--- src/rtl/sptsa_pkg.sv ---
// Package: shared types and constants of the sparse polynomial term store adder.
`timescale 1ns / 1ps
package sptsa_pkg;

	localparam int TERMS_PER_POLY = 32;
	localparam int COEF_W = 16;
	localparam int EXPO_W = 16;
	localparam int SUM_W = 17;

	typedef enum logic [1:0] {
		CMD_APPEND = 2'd0,
		CMD_INSERT = 2'd1,
		CMD_DELETE = 2'd2,
		CMD_SUM    = 2'd3
	} cmd_t;

	typedef enum logic [2:0] {
		ST_DONE     = 3'd0,
		ST_DUP      = 3'd1,
		ST_NOTFOUND = 3'd2,
		ST_FULL     = 3'd3,
		ST_TERM     = 3'd4,
		ST_EMPTY    = 3'd5
	} status_t;

	// per-list operation broadcast to the row of cells
	typedef enum logic [1:0] {
		LOP_HOLD = 2'd0,
		LOP_ROT  = 2'd1,
		LOP_POP  = 2'd2,
		LOP_PUSH = 2'd3
	} lop_t;

	typedef enum logic [1:0] {
		S_IDLE   = 2'd0,
		S_WALK   = 2'd1,
		S_FINISH = 2'd2,
		S_SUM    = 2'd3
	} state_t;

endpackage

--- src/rtl/sptsa_if.sv ---
// Interfaces: command channel and result channel of the term store adder.
`timescale 1ns / 1ps
interface sptsa_req_if;
	logic                                valid;
	logic                                ready;
	sptsa_pkg::cmd_t                     command;
	logic                                poly_select;
	logic signed [sptsa_pkg::COEF_W-1:0] term_coef;
	logic [sptsa_pkg::EXPO_W-1:0]        term_expo;

	modport source (output valid, command, poly_select, term_coef, term_expo, input ready);
	modport sink (input valid, command, poly_select, term_coef, term_expo, output ready);
endinterface

interface sptsa_rsp_if;
	logic                               valid;
	logic                               ready;
	sptsa_pkg::status_t                 status;
	logic signed [sptsa_pkg::SUM_W-1:0] sum_coef;
	logic [sptsa_pkg::EXPO_W-1:0]       sum_expo;
	logic                               last;

	modport source (output valid, status, sum_coef, sum_expo, last, input ready);
	modport sink (input valid, status, sum_coef, sum_expo, last, output ready);
endinterface

--- src/rtl/sptsa_cell.sv ---
// Cell: one stored term, loaded from its right neighbor, the list head or a new term.
`timescale 1ns / 1ps
module sptsa_cell #(
	parameter int IW  = 5,
	parameter int IDX = 0
) (
	input  logic                                clk,
	input  sptsa_pkg::lop_t                     op,
	input  logic [IW-1:0]                       idx,
	input  logic [sptsa_pkg::COEF_W-1:0]        right_coef,
	input  logic [sptsa_pkg::EXPO_W-1:0]        right_expo,
	input  logic [sptsa_pkg::COEF_W-1:0]        head_coef,
	input  logic [sptsa_pkg::EXPO_W-1:0]        head_expo,
	input  logic [sptsa_pkg::COEF_W-1:0]        new_coef,
	input  logic [sptsa_pkg::EXPO_W-1:0]        new_expo,
	output logic [sptsa_pkg::COEF_W-1:0]        coef,
	output logic [sptsa_pkg::EXPO_W-1:0]        expo
);

	logic [sptsa_pkg::COEF_W-1:0] coef_q;
	logic [sptsa_pkg::EXPO_W-1:0] expo_q;
	logic                         mine;

	assign mine = (idx == IW'(IDX));

	always_ff @(posedge clk) begin
		case (op)
			sptsa_pkg::LOP_ROT: begin
				// the tail slot takes the old head, the rest advance
				coef_q <= mine ? head_coef : right_coef;
				expo_q <= mine ? head_expo : right_expo;
			end
			sptsa_pkg::LOP_POP: begin
				coef_q <= right_coef;
				expo_q <= right_expo;
			end
			sptsa_pkg::LOP_PUSH: begin
				if (mine) begin
					coef_q <= new_coef;
					expo_q <= new_expo;
				end
			end
			default: begin
			end
		endcase
	end

	assign coef = coef_q;
	assign expo = expo_q;

endmodule

--- src/rtl/sptsa_list.sv ---
// List: a row of term cells for one polynomial plus its term count.
`timescale 1ns / 1ps
module sptsa_list #(
	parameter int N = sptsa_pkg::TERMS_PER_POLY
) (
	input  logic                         clk,
	input  logic                         arst_n,
	input  sptsa_pkg::lop_t              op,
	input  logic [sptsa_pkg::COEF_W-1:0] new_coef,
	input  logic [sptsa_pkg::EXPO_W-1:0] new_expo,
	output logic [sptsa_pkg::COEF_W-1:0] head_coef,
	output logic [sptsa_pkg::EXPO_W-1:0] head_expo,
	output logic [$clog2(N+1)-1:0]       cnt
);

	localparam int IW = $clog2(N);
	localparam int CW = $clog2(N + 1);

	logic [CW-1:0]                cnt_q;
	logic [IW-1:0]                idx;
	logic [sptsa_pkg::COEF_W-1:0] coefs [N];
	logic [sptsa_pkg::EXPO_W-1:0] expos [N];

	// rotate writes the tail slot, push writes the slot past the tail
	assign idx = (op == sptsa_pkg::LOP_PUSH) ? IW'(cnt_q) : IW'(cnt_q - CW'(1));

	for (genvar i = 0; i < N; i++) begin : g_cell
		logic [sptsa_pkg::COEF_W-1:0] rc;
		logic [sptsa_pkg::EXPO_W-1:0] re;
		if (i == N - 1) begin : g_end
			assign rc = coefs[0];
			assign re = expos[0];
		end else begin : g_mid
			assign rc = coefs[i+1];
			assign re = expos[i+1];
		end
		sptsa_cell #(.IW(IW), .IDX(i)) u_cell (
			.clk       (clk),
			.op        (op),
			.idx       (idx),
			.right_coef(rc),
			.right_expo(re),
			.head_coef (coefs[0]),
			.head_expo (expos[0]),
			.new_coef  (new_coef),
			.new_expo  (new_expo),
			.coef      (coefs[i]),
			.expo      (expos[i])
		);
	end

	always_ff @(posedge clk or negedge arst_n) begin
		if (!arst_n) begin
			cnt_q <= '0;
		end else begin
			case (op)
				sptsa_pkg::LOP_POP:  cnt_q <= cnt_q - CW'(1);
				sptsa_pkg::LOP_PUSH: cnt_q <= cnt_q + CW'(1);
				default:             cnt_q <= cnt_q;
			endcase
		end
	end

	assign head_coef = coefs[0];
	assign head_expo = expos[0];
	assign cnt = cnt_q;

endmodule

--- src/rtl/sparse_polynomial_term_store_adder.sv ---
// Top level: two term lists in cell rows, command sequencer and merge-add of the sum.
`timescale 1ns / 1ps
//
//  channel | dir | handshake   | word
//  --------+-----+-------------+-----------------------------------------------
//  req     | in  | valid/ready | command, poly_select, term_coef, term_expo
//  rsp     | out | valid/ready | status, sum_coef, sum_expo, last
//
//  Append pushes straight at the tail; delete, and insert ending at the tail, walk
//  the addressed list once (one row rotation per stored term); an insert placed
//  inside the list pushes mid-walk without rotating the row. Sum merges both rows,
//  one head compare per cycle while rsp is not stalled (matched exponents rotate
//  both rows at once); each result word is held back until the next one is known
//  so that last can be set on it. Reset clears both term counts; the cells hold no
//  reset. A stalled rsp holds the merge walk and the final word; req is taken
//  whenever the sequencer idles.
//
module sparse_polynomial_term_store_adder #(
	parameter int TERMS_PER_POLY = sptsa_pkg::TERMS_PER_POLY
) (
	input  logic         clk,
	input  logic         arst_n,
	sptsa_req_if.sink    req,
	sptsa_rsp_if.source  rsp
);

	localparam int CW = $clog2(TERMS_PER_POLY + 1);
	localparam int SUM_W = sptsa_pkg::SUM_W;

	sptsa_pkg::state_t state_q, state_d;

	// latched command word
	sptsa_pkg::cmd_t              cmd_q;
	logic                         sel_q;
	logic [sptsa_pkg::COEF_W-1:0] coef_q;
	logic [sptsa_pkg::EXPO_W-1:0] expo_q;

	logic               pend_q;   // insert or delete search still open
	sptsa_pkg::status_t status_q;
	logic [CW-1:0]      rem_q;    // original terms not yet rotated
	logic [CW-1:0]      ra_q, rb_q;

	// held sum term, released once the next one (or the end) is known
	logic                               hv_q;
	logic signed [sptsa_pkg::SUM_W-1:0] hc_q;
	logic [sptsa_pkg::EXPO_W-1:0]       he_q;

	// result register
	logic                               ov_q;
	sptsa_pkg::status_t                 os_q;
	logic signed [sptsa_pkg::SUM_W-1:0] oc_q;
	logic [sptsa_pkg::EXPO_W-1:0]       oe_q;
	logic                               ol_q;

	sptsa_pkg::lop_t              op0, op1;
	logic [sptsa_pkg::COEF_W-1:0] hc0, hc1;
	logic [sptsa_pkg::EXPO_W-1:0] he0, he1;
	logic [CW-1:0]                cnt0, cnt1;

	logic req_acc, out_free;

	assign req.ready = (state_q == sptsa_pkg::S_IDLE);
	assign req_acc   = req.valid && req.ready;
	assign out_free  = !ov_q || rsp.ready;

	sptsa_list #(.N(TERMS_PER_POLY)) u_list0 (
		.clk(clk), .arst_n(arst_n), .op(op0), .new_coef(coef_q), .new_expo(expo_q),
		.head_coef(hc0), .head_expo(he0), .cnt(cnt0)
	);

	sptsa_list #(.N(TERMS_PER_POLY)) u_list1 (
		.clk(clk), .arst_n(arst_n), .op(op1), .new_coef(coef_q), .new_expo(expo_q),
		.head_coef(hc1), .head_expo(he1), .cnt(cnt1)
	);

	// ---- single-list walk: decide what the addressed row does this cycle ----
	logic [CW-1:0]                sel_cnt;
	logic [sptsa_pkg::EXPO_W-1:0] sel_he;
	logic                         full, hit_eq, hit_lt;
	sptsa_pkg::lop_t              w_op;
	sptsa_pkg::status_t           w_status;
	logic                         w_resolve;

	assign sel_cnt = sel_q ? cnt1 : cnt0;
	assign sel_he  = sel_q ? he1 : he0;
	assign full    = (sel_cnt == CW'(TERMS_PER_POLY));
	assign hit_eq  = (sel_he == expo_q);
	assign hit_lt  = (sel_he < expo_q);

	always_comb begin
		w_op      = sptsa_pkg::LOP_ROT;
		w_status  = status_q;
		w_resolve = 1'b0;
		if (rem_q == '0) begin
			// walk over: an open search ends at the tail
			w_op      = sptsa_pkg::LOP_HOLD;
			w_resolve = pend_q;
			if (pend_q) begin
				if (cmd_q == sptsa_pkg::CMD_DELETE) begin
					w_status = sptsa_pkg::ST_NOTFOUND;
				end else if (full) begin
					w_status = sptsa_pkg::ST_FULL;
				end else begin
					w_op     = sptsa_pkg::LOP_PUSH;
					w_status = sptsa_pkg::ST_DONE;
				end
			end
		end else if (pend_q && cmd_q == sptsa_pkg::CMD_INSERT && hit_eq) begin
			w_status  = sptsa_pkg::ST_DUP;
			w_resolve = 1'b1;
		end else if (pend_q && cmd_q == sptsa_pkg::CMD_INSERT && hit_lt) begin
			// push the new term at the tail ahead of the current head
			w_resolve = 1'b1;
			if (full) begin
				w_status = sptsa_pkg::ST_FULL;
			end else begin
				w_op     = sptsa_pkg::LOP_PUSH;
				w_status = sptsa_pkg::ST_DONE;
			end
		end else if (pend_q && cmd_q == sptsa_pkg::CMD_DELETE && hit_eq) begin
			w_op      = sptsa_pkg::LOP_POP;
			w_status  = sptsa_pkg::ST_DONE;
			w_resolve = 1'b1;
		end
	end

	// ---- merge step of the sum ----
	logic                               a_ok, b_ok, s_end, s_match, s_take_a, s_tv;
	logic signed [sptsa_pkg::SUM_W-1:0] s_add, s_tc;
	logic [sptsa_pkg::EXPO_W-1:0]       s_te;
	sptsa_pkg::lop_t                    s_opa, s_opb;

	assign a_ok    = (ra_q != '0);
	assign b_ok    = (rb_q != '0);
	assign s_end   = !a_ok && !b_ok;
	assign s_match = a_ok && b_ok && (he0 == he1);
	assign s_take_a = !b_ok || (a_ok && (he0 > he1));
	assign s_add   = SUM_W'(signed'(hc0)) + SUM_W'(signed'(hc1));

	always_comb begin
		s_opa = sptsa_pkg::LOP_HOLD;
		s_opb = sptsa_pkg::LOP_HOLD;
		s_tv  = 1'b1;
		s_tc  = SUM_W'(signed'(hc1));
		s_te  = he1;
		if (s_end) begin
			s_tv = 1'b0;
		end else if (s_match) begin
			s_opa = sptsa_pkg::LOP_ROT;
			s_opb = sptsa_pkg::LOP_ROT;
			s_tc  = s_add;
			s_te  = he0;
			s_tv  = (s_add != '0);   // drop a cancelled pair
		end else if (s_take_a) begin
			s_opa = sptsa_pkg::LOP_ROT;
			s_tc  = SUM_W'(signed'(hc0));
			s_te  = he0;
		end else begin
			s_opb = sptsa_pkg::LOP_ROT;
		end
	end

	// ---- next state ----
	always_comb begin
		state_d = state_q;
		case (state_q)
			sptsa_pkg::S_IDLE: begin
				if (req_acc) begin
					state_d = (req.command == sptsa_pkg::CMD_SUM) ? sptsa_pkg::S_SUM
					                                              : sptsa_pkg::S_WALK;
				end
			end
			sptsa_pkg::S_WALK: begin
				if (rem_q == '0) state_d = sptsa_pkg::S_FINISH;
			end
			sptsa_pkg::S_FINISH: begin
				if (out_free) state_d = sptsa_pkg::S_IDLE;
			end
			sptsa_pkg::S_SUM: begin
				if (out_free && s_end) state_d = sptsa_pkg::S_IDLE;
			end
			default: state_d = sptsa_pkg::S_IDLE;
		endcase
	end

	// ---- outputs of the sequencer ----
	logic                               o_load;
	sptsa_pkg::status_t                 o_status;
	logic signed [sptsa_pkg::SUM_W-1:0] o_coef;
	logic [sptsa_pkg::EXPO_W-1:0]       o_expo;
	logic                               o_last;
	logic                               s_step, w_step;

	always_comb begin
		op0      = sptsa_pkg::LOP_HOLD;
		op1      = sptsa_pkg::LOP_HOLD;
		o_load   = 1'b0;
		o_status = status_q;
		o_coef   = '0;
		o_expo   = '0;
		o_last   = 1'b1;
		s_step   = 1'b0;
		w_step   = 1'b0;
		case (state_q)
			sptsa_pkg::S_WALK: begin
				w_step = 1'b1;
				if (sel_q) op1 = w_op;
				else       op0 = w_op;
			end
			sptsa_pkg::S_FINISH: begin
				o_load = out_free;
			end
			sptsa_pkg::S_SUM: begin
				if (out_free) begin
					s_step = 1'b1;
					op0    = s_opa;
					op1    = s_opb;
					if (s_end) begin
						o_load   = 1'b1;
						o_status = hv_q ? sptsa_pkg::ST_TERM : sptsa_pkg::ST_EMPTY;
						o_coef   = hv_q ? hc_q : '0;
						o_expo   = hv_q ? he_q : '0;
					end else if (s_tv && hv_q) begin
						o_load   = 1'b1;
						o_status = sptsa_pkg::ST_TERM;
						o_coef   = hc_q;
						o_expo   = he_q;
						o_last   = 1'b0;
					end
				end
			end
			default: begin
			end
		endcase
	end

	// ---- registers ----
	always_ff @(posedge clk or negedge arst_n) begin
		if (!arst_n) begin
			state_q <= sptsa_pkg::S_IDLE;
			pend_q  <= 1'b0;
			rem_q   <= '0;
			ra_q    <= '0;
			rb_q    <= '0;
			hv_q    <= 1'b0;
			ov_q    <= 1'b0;
		end else begin
			state_q <= state_d;
			if (req_acc) begin
				pend_q <= 1'b1;
				hv_q   <= 1'b0;
				ra_q   <= cnt0;
				rb_q   <= cnt1;
				// append skips the search and goes straight to the tail
				rem_q  <= (req.command == sptsa_pkg::CMD_APPEND) ? '0
				        : (req.poly_select ? cnt1 : cnt0);
			end
			if (w_step) begin
				if (w_resolve) pend_q <= 1'b0;
				if (w_op == sptsa_pkg::LOP_ROT || w_op == sptsa_pkg::LOP_POP) begin
					rem_q <= rem_q - CW'(1);
				end
			end
			if (s_step) begin
				if (s_opa == sptsa_pkg::LOP_ROT) ra_q <= ra_q - CW'(1);
				if (s_opb == sptsa_pkg::LOP_ROT) rb_q <= rb_q - CW'(1);
				if (s_tv) hv_q <= 1'b1;
			end
			if (o_load)           ov_q <= 1'b1;
			else if (rsp.ready)   ov_q <= 1'b0;
		end
	end

	always_ff @(posedge clk) begin
		if (req_acc) begin
			cmd_q  <= req.command;
			sel_q  <= req.poly_select;
			coef_q <= req.term_coef;
			expo_q <= req.term_expo;
		end
		if (w_step) status_q <= w_status;
		if (s_step && s_tv) begin
			hc_q <= s_tc;
			he_q <= s_te;
		end
		if (o_load) begin
			os_q <= o_status;
			oc_q <= o_coef;
			oe_q <= o_expo;
			ol_q <= o_last;
		end
	end

	assign rsp.valid    = ov_q;
	assign rsp.status   = os_q;
	assign rsp.sum_coef = oc_q;
	assign rsp.sum_expo = oe_q;
	assign rsp.last     = ol_q;

`ifndef ASSERT_OFF
	a_cnt_range: assert property (@(posedge clk) disable iff (!arst_n)
		cnt0 <= CW'(TERMS_PER_POLY) && cnt1 <= CW'(TERMS_PER_POLY))
		else $error("term count beyond list size");

	a_accept_busy: assert property (@(posedge clk) disable iff (!arst_n)
		req_acc |=> state_q != sptsa_pkg::S_IDLE)
		else $error("sequencer stayed idle after taking a command");

	a_empty_last: assert property (@(posedge clk) disable iff (!arst_n)
		ov_q && os_q == sptsa_pkg::ST_EMPTY |-> ol_q)
		else $error("empty sum word without last");
`endif

endmodule
--- src/flat_wrapper.sv ---
// flat-port wrapper written by rule: the top's interface ports become plain ports
module sparse_polynomial_term_store_adder_flat 
#(
	parameter int TERMS_PER_POLY = sptsa_pkg::TERMS_PER_POLY
)
  (clk, arst_n, req_valid, req_command, req_poly_select, req_term_coef, req_term_expo, req_ready, rsp_valid, rsp_status, rsp_sum_coef, rsp_sum_expo, rsp_last, rsp_ready);
  sptsa_req_if req_i ();
  sptsa_rsp_if rsp_i ();
  input  logic clk;
  input  logic arst_n;
  input wire logic [$bits(req_i.valid)-1:0] req_valid;
  input wire logic [$bits(req_i.command)-1:0] req_command;
  input wire logic [$bits(req_i.poly_select)-1:0] req_poly_select;
  input wire logic [$bits(req_i.term_coef)-1:0] req_term_coef;
  input wire logic [$bits(req_i.term_expo)-1:0] req_term_expo;
  output wire logic [$bits(req_i.ready)-1:0] req_ready;
  output wire logic [$bits(rsp_i.valid)-1:0] rsp_valid;
  output wire logic [$bits(rsp_i.status)-1:0] rsp_status;
  output wire logic [$bits(rsp_i.sum_coef)-1:0] rsp_sum_coef;
  output wire logic [$bits(rsp_i.sum_expo)-1:0] rsp_sum_expo;
  output wire logic [$bits(rsp_i.last)-1:0] rsp_last;
  input wire logic [$bits(rsp_i.ready)-1:0] rsp_ready;
  assign req_i.valid = req_valid;
  assign req_i.command = req_command;
  assign req_i.poly_select = req_poly_select;
  assign req_i.term_coef = req_term_coef;
  assign req_i.term_expo = req_term_expo;
  assign req_ready = req_i.ready;
  assign rsp_valid = rsp_i.valid;
  assign rsp_status = rsp_i.status;
  assign rsp_sum_coef = rsp_i.sum_coef;
  assign rsp_sum_expo = rsp_i.sum_expo;
  assign rsp_last = rsp_i.last;
  assign rsp_i.ready = rsp_ready;
  sparse_polynomial_term_store_adder #(.TERMS_PER_POLY(TERMS_PER_POLY)) u_core (.clk(clk), .arst_n(arst_n), .req(req_i), .rsp(rsp_i));
endmodule
--- config.mk ---
export PLATFORM = sky130hd
export DESIGN_NAME = sparse_polynomial_term_store_adder_flat
export DESIGN_NICKNAME = d
export VERILOG_FILES = /design/src/rtl/sptsa_pkg.sv /design/src/rtl/sptsa_if.sv /design/src/rtl/sptsa_cell.sv /design/src/rtl/sptsa_list.sv /design/src/rtl/sparse_polynomial_term_store_adder.sv /design/src/flat_wrapper.sv
export SDC_FILE = /design/constraint.sdc
export NUM_CORES = 2
export LEC_CHECK = 0
export ABC_AREA = 1
export BUFFER_PORTS_ARGS = -buffer_cell sky130_fd_sc_hd__buf_2
export CORE_UTILIZATION = 25
export DETAILED_ROUTE_END_ITERATION = 6
export PLACE_DENSITY = 0.42
export SYNTH_ARGS = -nofsm -noshare
export SYNTH_HDL_FRONTEND = slang
export SYNTH_SLANG_ARGS = --single-unit
export TNS_END_PERCENT = 10
--- constraint.sdc ---
create_clock -name clk -period 8.56 [get_ports clk]
set_input_delay 0.856 -clock clk [delete_from_list [all_inputs] [get_ports clk]]
set_output_delay 0.856 -clock clk [all_outputs]
set_load 0.05 [all_outputs]
==> key figures <==
Clock network
  • Worst-path clk slew: 0.06 ns
  • Clk sinks: 2190
  • Gates resized, CTS repair: 0
  • CTS Buf Count: 248
  • Clock Root Buffer: clkbuf_16
  • Longest Clk Path Bufs: 4
  • Skew-Pair Late Insertion Delay: 0.94 ns
  • TritonCTS clock tree: yes
  • CTS Hold Bufs: 0
  • H-Tree Depth: 4
  • Post-CTS setup repair buffer count: 0

STA
  • Final setup violation count: 0
  • Final hold vios: 0
  • RSZ-0062 raised after global routing: false
  • Slew at the pin closest to its max-slew limit: 1.27 ns
  • Final period util: 0.883
  • Final Max Tran Viols: 0
  • Setup WS post-layout: 0.998 ns
  • Final min period: 7.56 ns
  • Fmax: 132 MHz
  • Slew HR: 0.151
  • Setup TNS: 0 ns
  • Clock Skew: 0.0439 ns

Worst setup path
  • Critical path peak fanout: 50
  • Worst path arrival time: 8.10 ns
  • WS Path Type: register to register
  • CP startpoint kind: register
  • Crit end category: register
  • Crit path required time: 9.10 ns

Cells and area
  • Share of cells above drive strength 1: 0.0785
  • Final core utilization: 0.284
  • Non-filler instance count after layout: 18300
  • Final net count: 12000
  • P&R area growth vs syn: 12.7%
  • Fillcell total: 47900

Die
  • Die Height: 683 um
  • Row count: 249
  • Top Ports: 78
  • Die area: 0.467 mm^2
  • Core area: 0.461 mm^2
  • Initial Util: 0.252
  • Die X: 683 um

Logic synthesis
  • Yosys reg bits: 2190
  • Net Count, Synth: 12700
  • Mapped Area: 0.116 mm^2
  • Synth top area share: 0.558
  • Largest family of logic cells by synthesized area: compound AO/OA/AOI/OAI gates
  • Post-synth EDFFs: 2155
  • Synth top cells by count: 2377 x nand2_1, 2155 x edfxtp_1, 2006 x a21oi_1, 1418 x o211ai_1, 1131 x nor2_1
  • Asr flop ratio synth: 0.0160
  • Post-Synth Simple-Gate Area: 0.142
  • Xor and xnor fraction of the mapped netlist area: 0.00128
  • Mux cell area share after synthesis: 0
  • Synth warn: 0
  • Register area share after synthesis: 0.565
  • Most frequent cell after synthesis: nand2_1
  • Area contributors post-synth: edfxtp_1 56%, o211ai_1 9.2%, a21oi_1 8.6%
  • Top_reg_cell synth: edfxtp_1
  • Netlist cell types: 44
  • Post-Synth Adder-Cell Area: 0.00750
  • Post-synthesis instance total: 12600
  • Avg Cell Area, Syn: 9.25 um^2
  • Area leader, netlist: edfxtp_1
  • Compound-Gate Fraction of Synth Area: 0.230

Global routing
  • Antenna violations before repair: 18
  • Vias in the first global route: 87900
  • Largest net degree at the start of global routing: 227
  • Total grt overflow: 0
  • Gr usage total: 0.178
  • M2 GR Usage: 0.299
  • First-pass GRT wire length: 634000 um
  • GR Util met1: 0.243
  • Grt met3 use: 0.0195
  • Busiest grt layer: met2

Power
  • Switching Share: 0.395
  • Sequential share of power: 0.433
  • Leakage: 41.5 nW
  • Worst vdd ir: 0.000196 V
  • Switch Pwr: 0.0197 W
  • Clock share of power: 0.217
  • Internal: 0.0302 W
  • Power per standard cell area: 381 mW/mm^2
  • Gate power share: 0.350

Hold path
  • Hold WC Path Type: input port to async pin

Placement
  • Placed insts: 17800
  • Buffers on Ports: 77
  • Pre-CTS setup slack: 1.17 ns
  • GP Congestion: 0.846
  • HPWL after detailed placement: 266000 um

Route
  • Drt initial violations: 9046
  • Routed len/inst: 23.6 um
  • DR vias/cell: 5.12
  • DR vias: 93600
  • Total wire length: 432000 um
  • # DRC: 0
  • Antenna-violating nets left: 0
  • Pre-Repair DR Iteration Count: 7

Outcome
  • Status: completed

Job
  • # Max-Cap Violations: 0
state kept, by name, indices dropped and copies added, names as in the netlist, 2 cells and up:
name                               cells
u_core.u_list0.g_cell.u_cell.coef    512
u_core.u_list0.g_cell.u_cell.expo    512
u_core.u_list1.g_cell.u_cell.coef    512
u_core.u_list1.g_cell.u_cell.expo    512
u_core.hc_q                           17
u_core.rsp.sum_coef                   17
u_core.coef_q                         16
u_core.expo_q                         16
u_core.he_q                           16
u_core.rsp.sum_expo                   16
u_core.ra_q                            6
u_core.rb_q                            6
u_core.rem_q                           6
u_core.u_list0.cnt                     6
u_core.u_list1.cnt                     6
u_core.rsp.status                      3
u_core.cmd_q                           2
u_core.state_q                         2
u_core.status_q                        2
worst max-delay path, cell delays in order (launching register included):
cell      delay [ns]
edfxtp_1        1.08
o21ai_0         0.34
ha_1            0.37
nand2_1         0.05
inv_1           0.08
nand3_1         0.10
nor2_1          0.21
o21ai_0         0.24
nand3_1         0.15
nand3_1         0.09
nand2_1         0.09
nand2_1         0.08
nor2_1          0.38
ha_4            0.44
buf_4           0.59
a21oi_1         0.14
inv_2           0.13
nand2_8         0.29
inv_4           0.46
buf_4           0.52
a21oi_1         0.18
a311oi_4        0.41
buf_4           0.60
metal layers:
| metal | share of wire | vias to the layer above |
|---|---|---|
| li1 | - | 44300 |
| met1 | 0.45 | 46300 |
| met2 | 0.48 | 2453 |
| met3 | 0.046 | 530 |
| met4 | 0.027 | 2 |
| met5 | 0.000035 | - |
cells in the final DEF, fill, tap and decap left out, drive strengths merged, types with 8 or more instances in the layout:
cell type     n
a21oi      2010
a22oi        10
buf         414
bufinv       25
clkbuf      306
clkinv      151
dfrtp        35
diode        21
edfxtp     2155
ha           68
inv         208
nand2      2381
nand3       594
nand4         9
nor2       1137
nor3         11
o211ai     1418
o21ai      1125
o22ai        14
xnor2         8
xor2          9
through the flow:
step | total power [W] | instance area, um^2 | hold slack, ns
after floorplan | 0.0321 | 116000 | 0.438
after global placement | 0.0392 | 123000 | 0.461
after detailed placement | 0.0393 | 123000 | 0.461
after CTS | 0.0503 | 131000 | 0.0195
after global routing | 0.0527 | 131000 | 0.0479
final | 0.0499 | 131000 | 0.0609
worst paths after layout:
path / cells after the start / from / slack (ns) / endpoint
worst max register to register: 22 / u_core.sel_q$_DFFE_PP_ / 1.0 / u_core.u_list1.g_cell[0].u_cell.coef[0]$_DFFE_PP_
worst min-delay path: 1 / arst_n / 0.06 / u_core.rsp.valid$_DFFE_PN0P_
min in group clk: 1 / req_term_expo[0] / 0.10 / u_core.expo_q[0]$_DFFE_PP_
max in group asynchronous: 1 / arst_n / 7.84 / u_core.u_list0.cnt[3]$_DFFE_PN0N_
worst min register to register: 1 / u_core.ra_q[0]$_DFF_PN0_ / 0.47 / u_core.ra_q[0]$_DFF_PN0_
worst max-delay path: 22 / u_core.sel_q$_DFFE_PP_ / 1.0 / u_core.u_list1.g_cell[0].u_cell.coef[0]$_DFFE_PP_
logic make-up after synthesis:
group / after synthesis
AOI/OAI and AO/OA: 4595
xor gates and xnor gates: 17
adders and majority gates: 69
buffers and inverters: 1535
DFF: 2190
and+or+nand+nor: 4144
power by group through the flow:
stage	Sequential, W	Combinational [W]	Clock, W
floorplan	0.0208	0.0113	0
global placement	0.0217	0.0175	0
detailed placement	0.0217	0.0176	0
CTS	0.0215	0.0177	0.0111
global route	0.0220	0.0193	0.0114
finish	0.0216	0.0175	0.0108
layout make-up:
| class | count | area, um^2 | area share |
|---|---|---|---|
| Timing Repair Buffer | 414 | 3250 | 0.0249 |
| Antenna cell | 21 | 52.6 | 0.000402 |
| Clock inverter | 141 | 1320 | 0.0101 |
| Clock buffer | 306 | 6540 | 0.0500 |
| Inverter | 247 | 947 | 0.00724 |
| Tap cell | 6149 | 7690 | 0.0588 |
| Multi-Input combinational cell | 8825 | 45400 | 0.347 |
| Sequential cell | 2190 | 65600 | 0.502 |
Note: power is estimated with default switching activity, not from simulation.
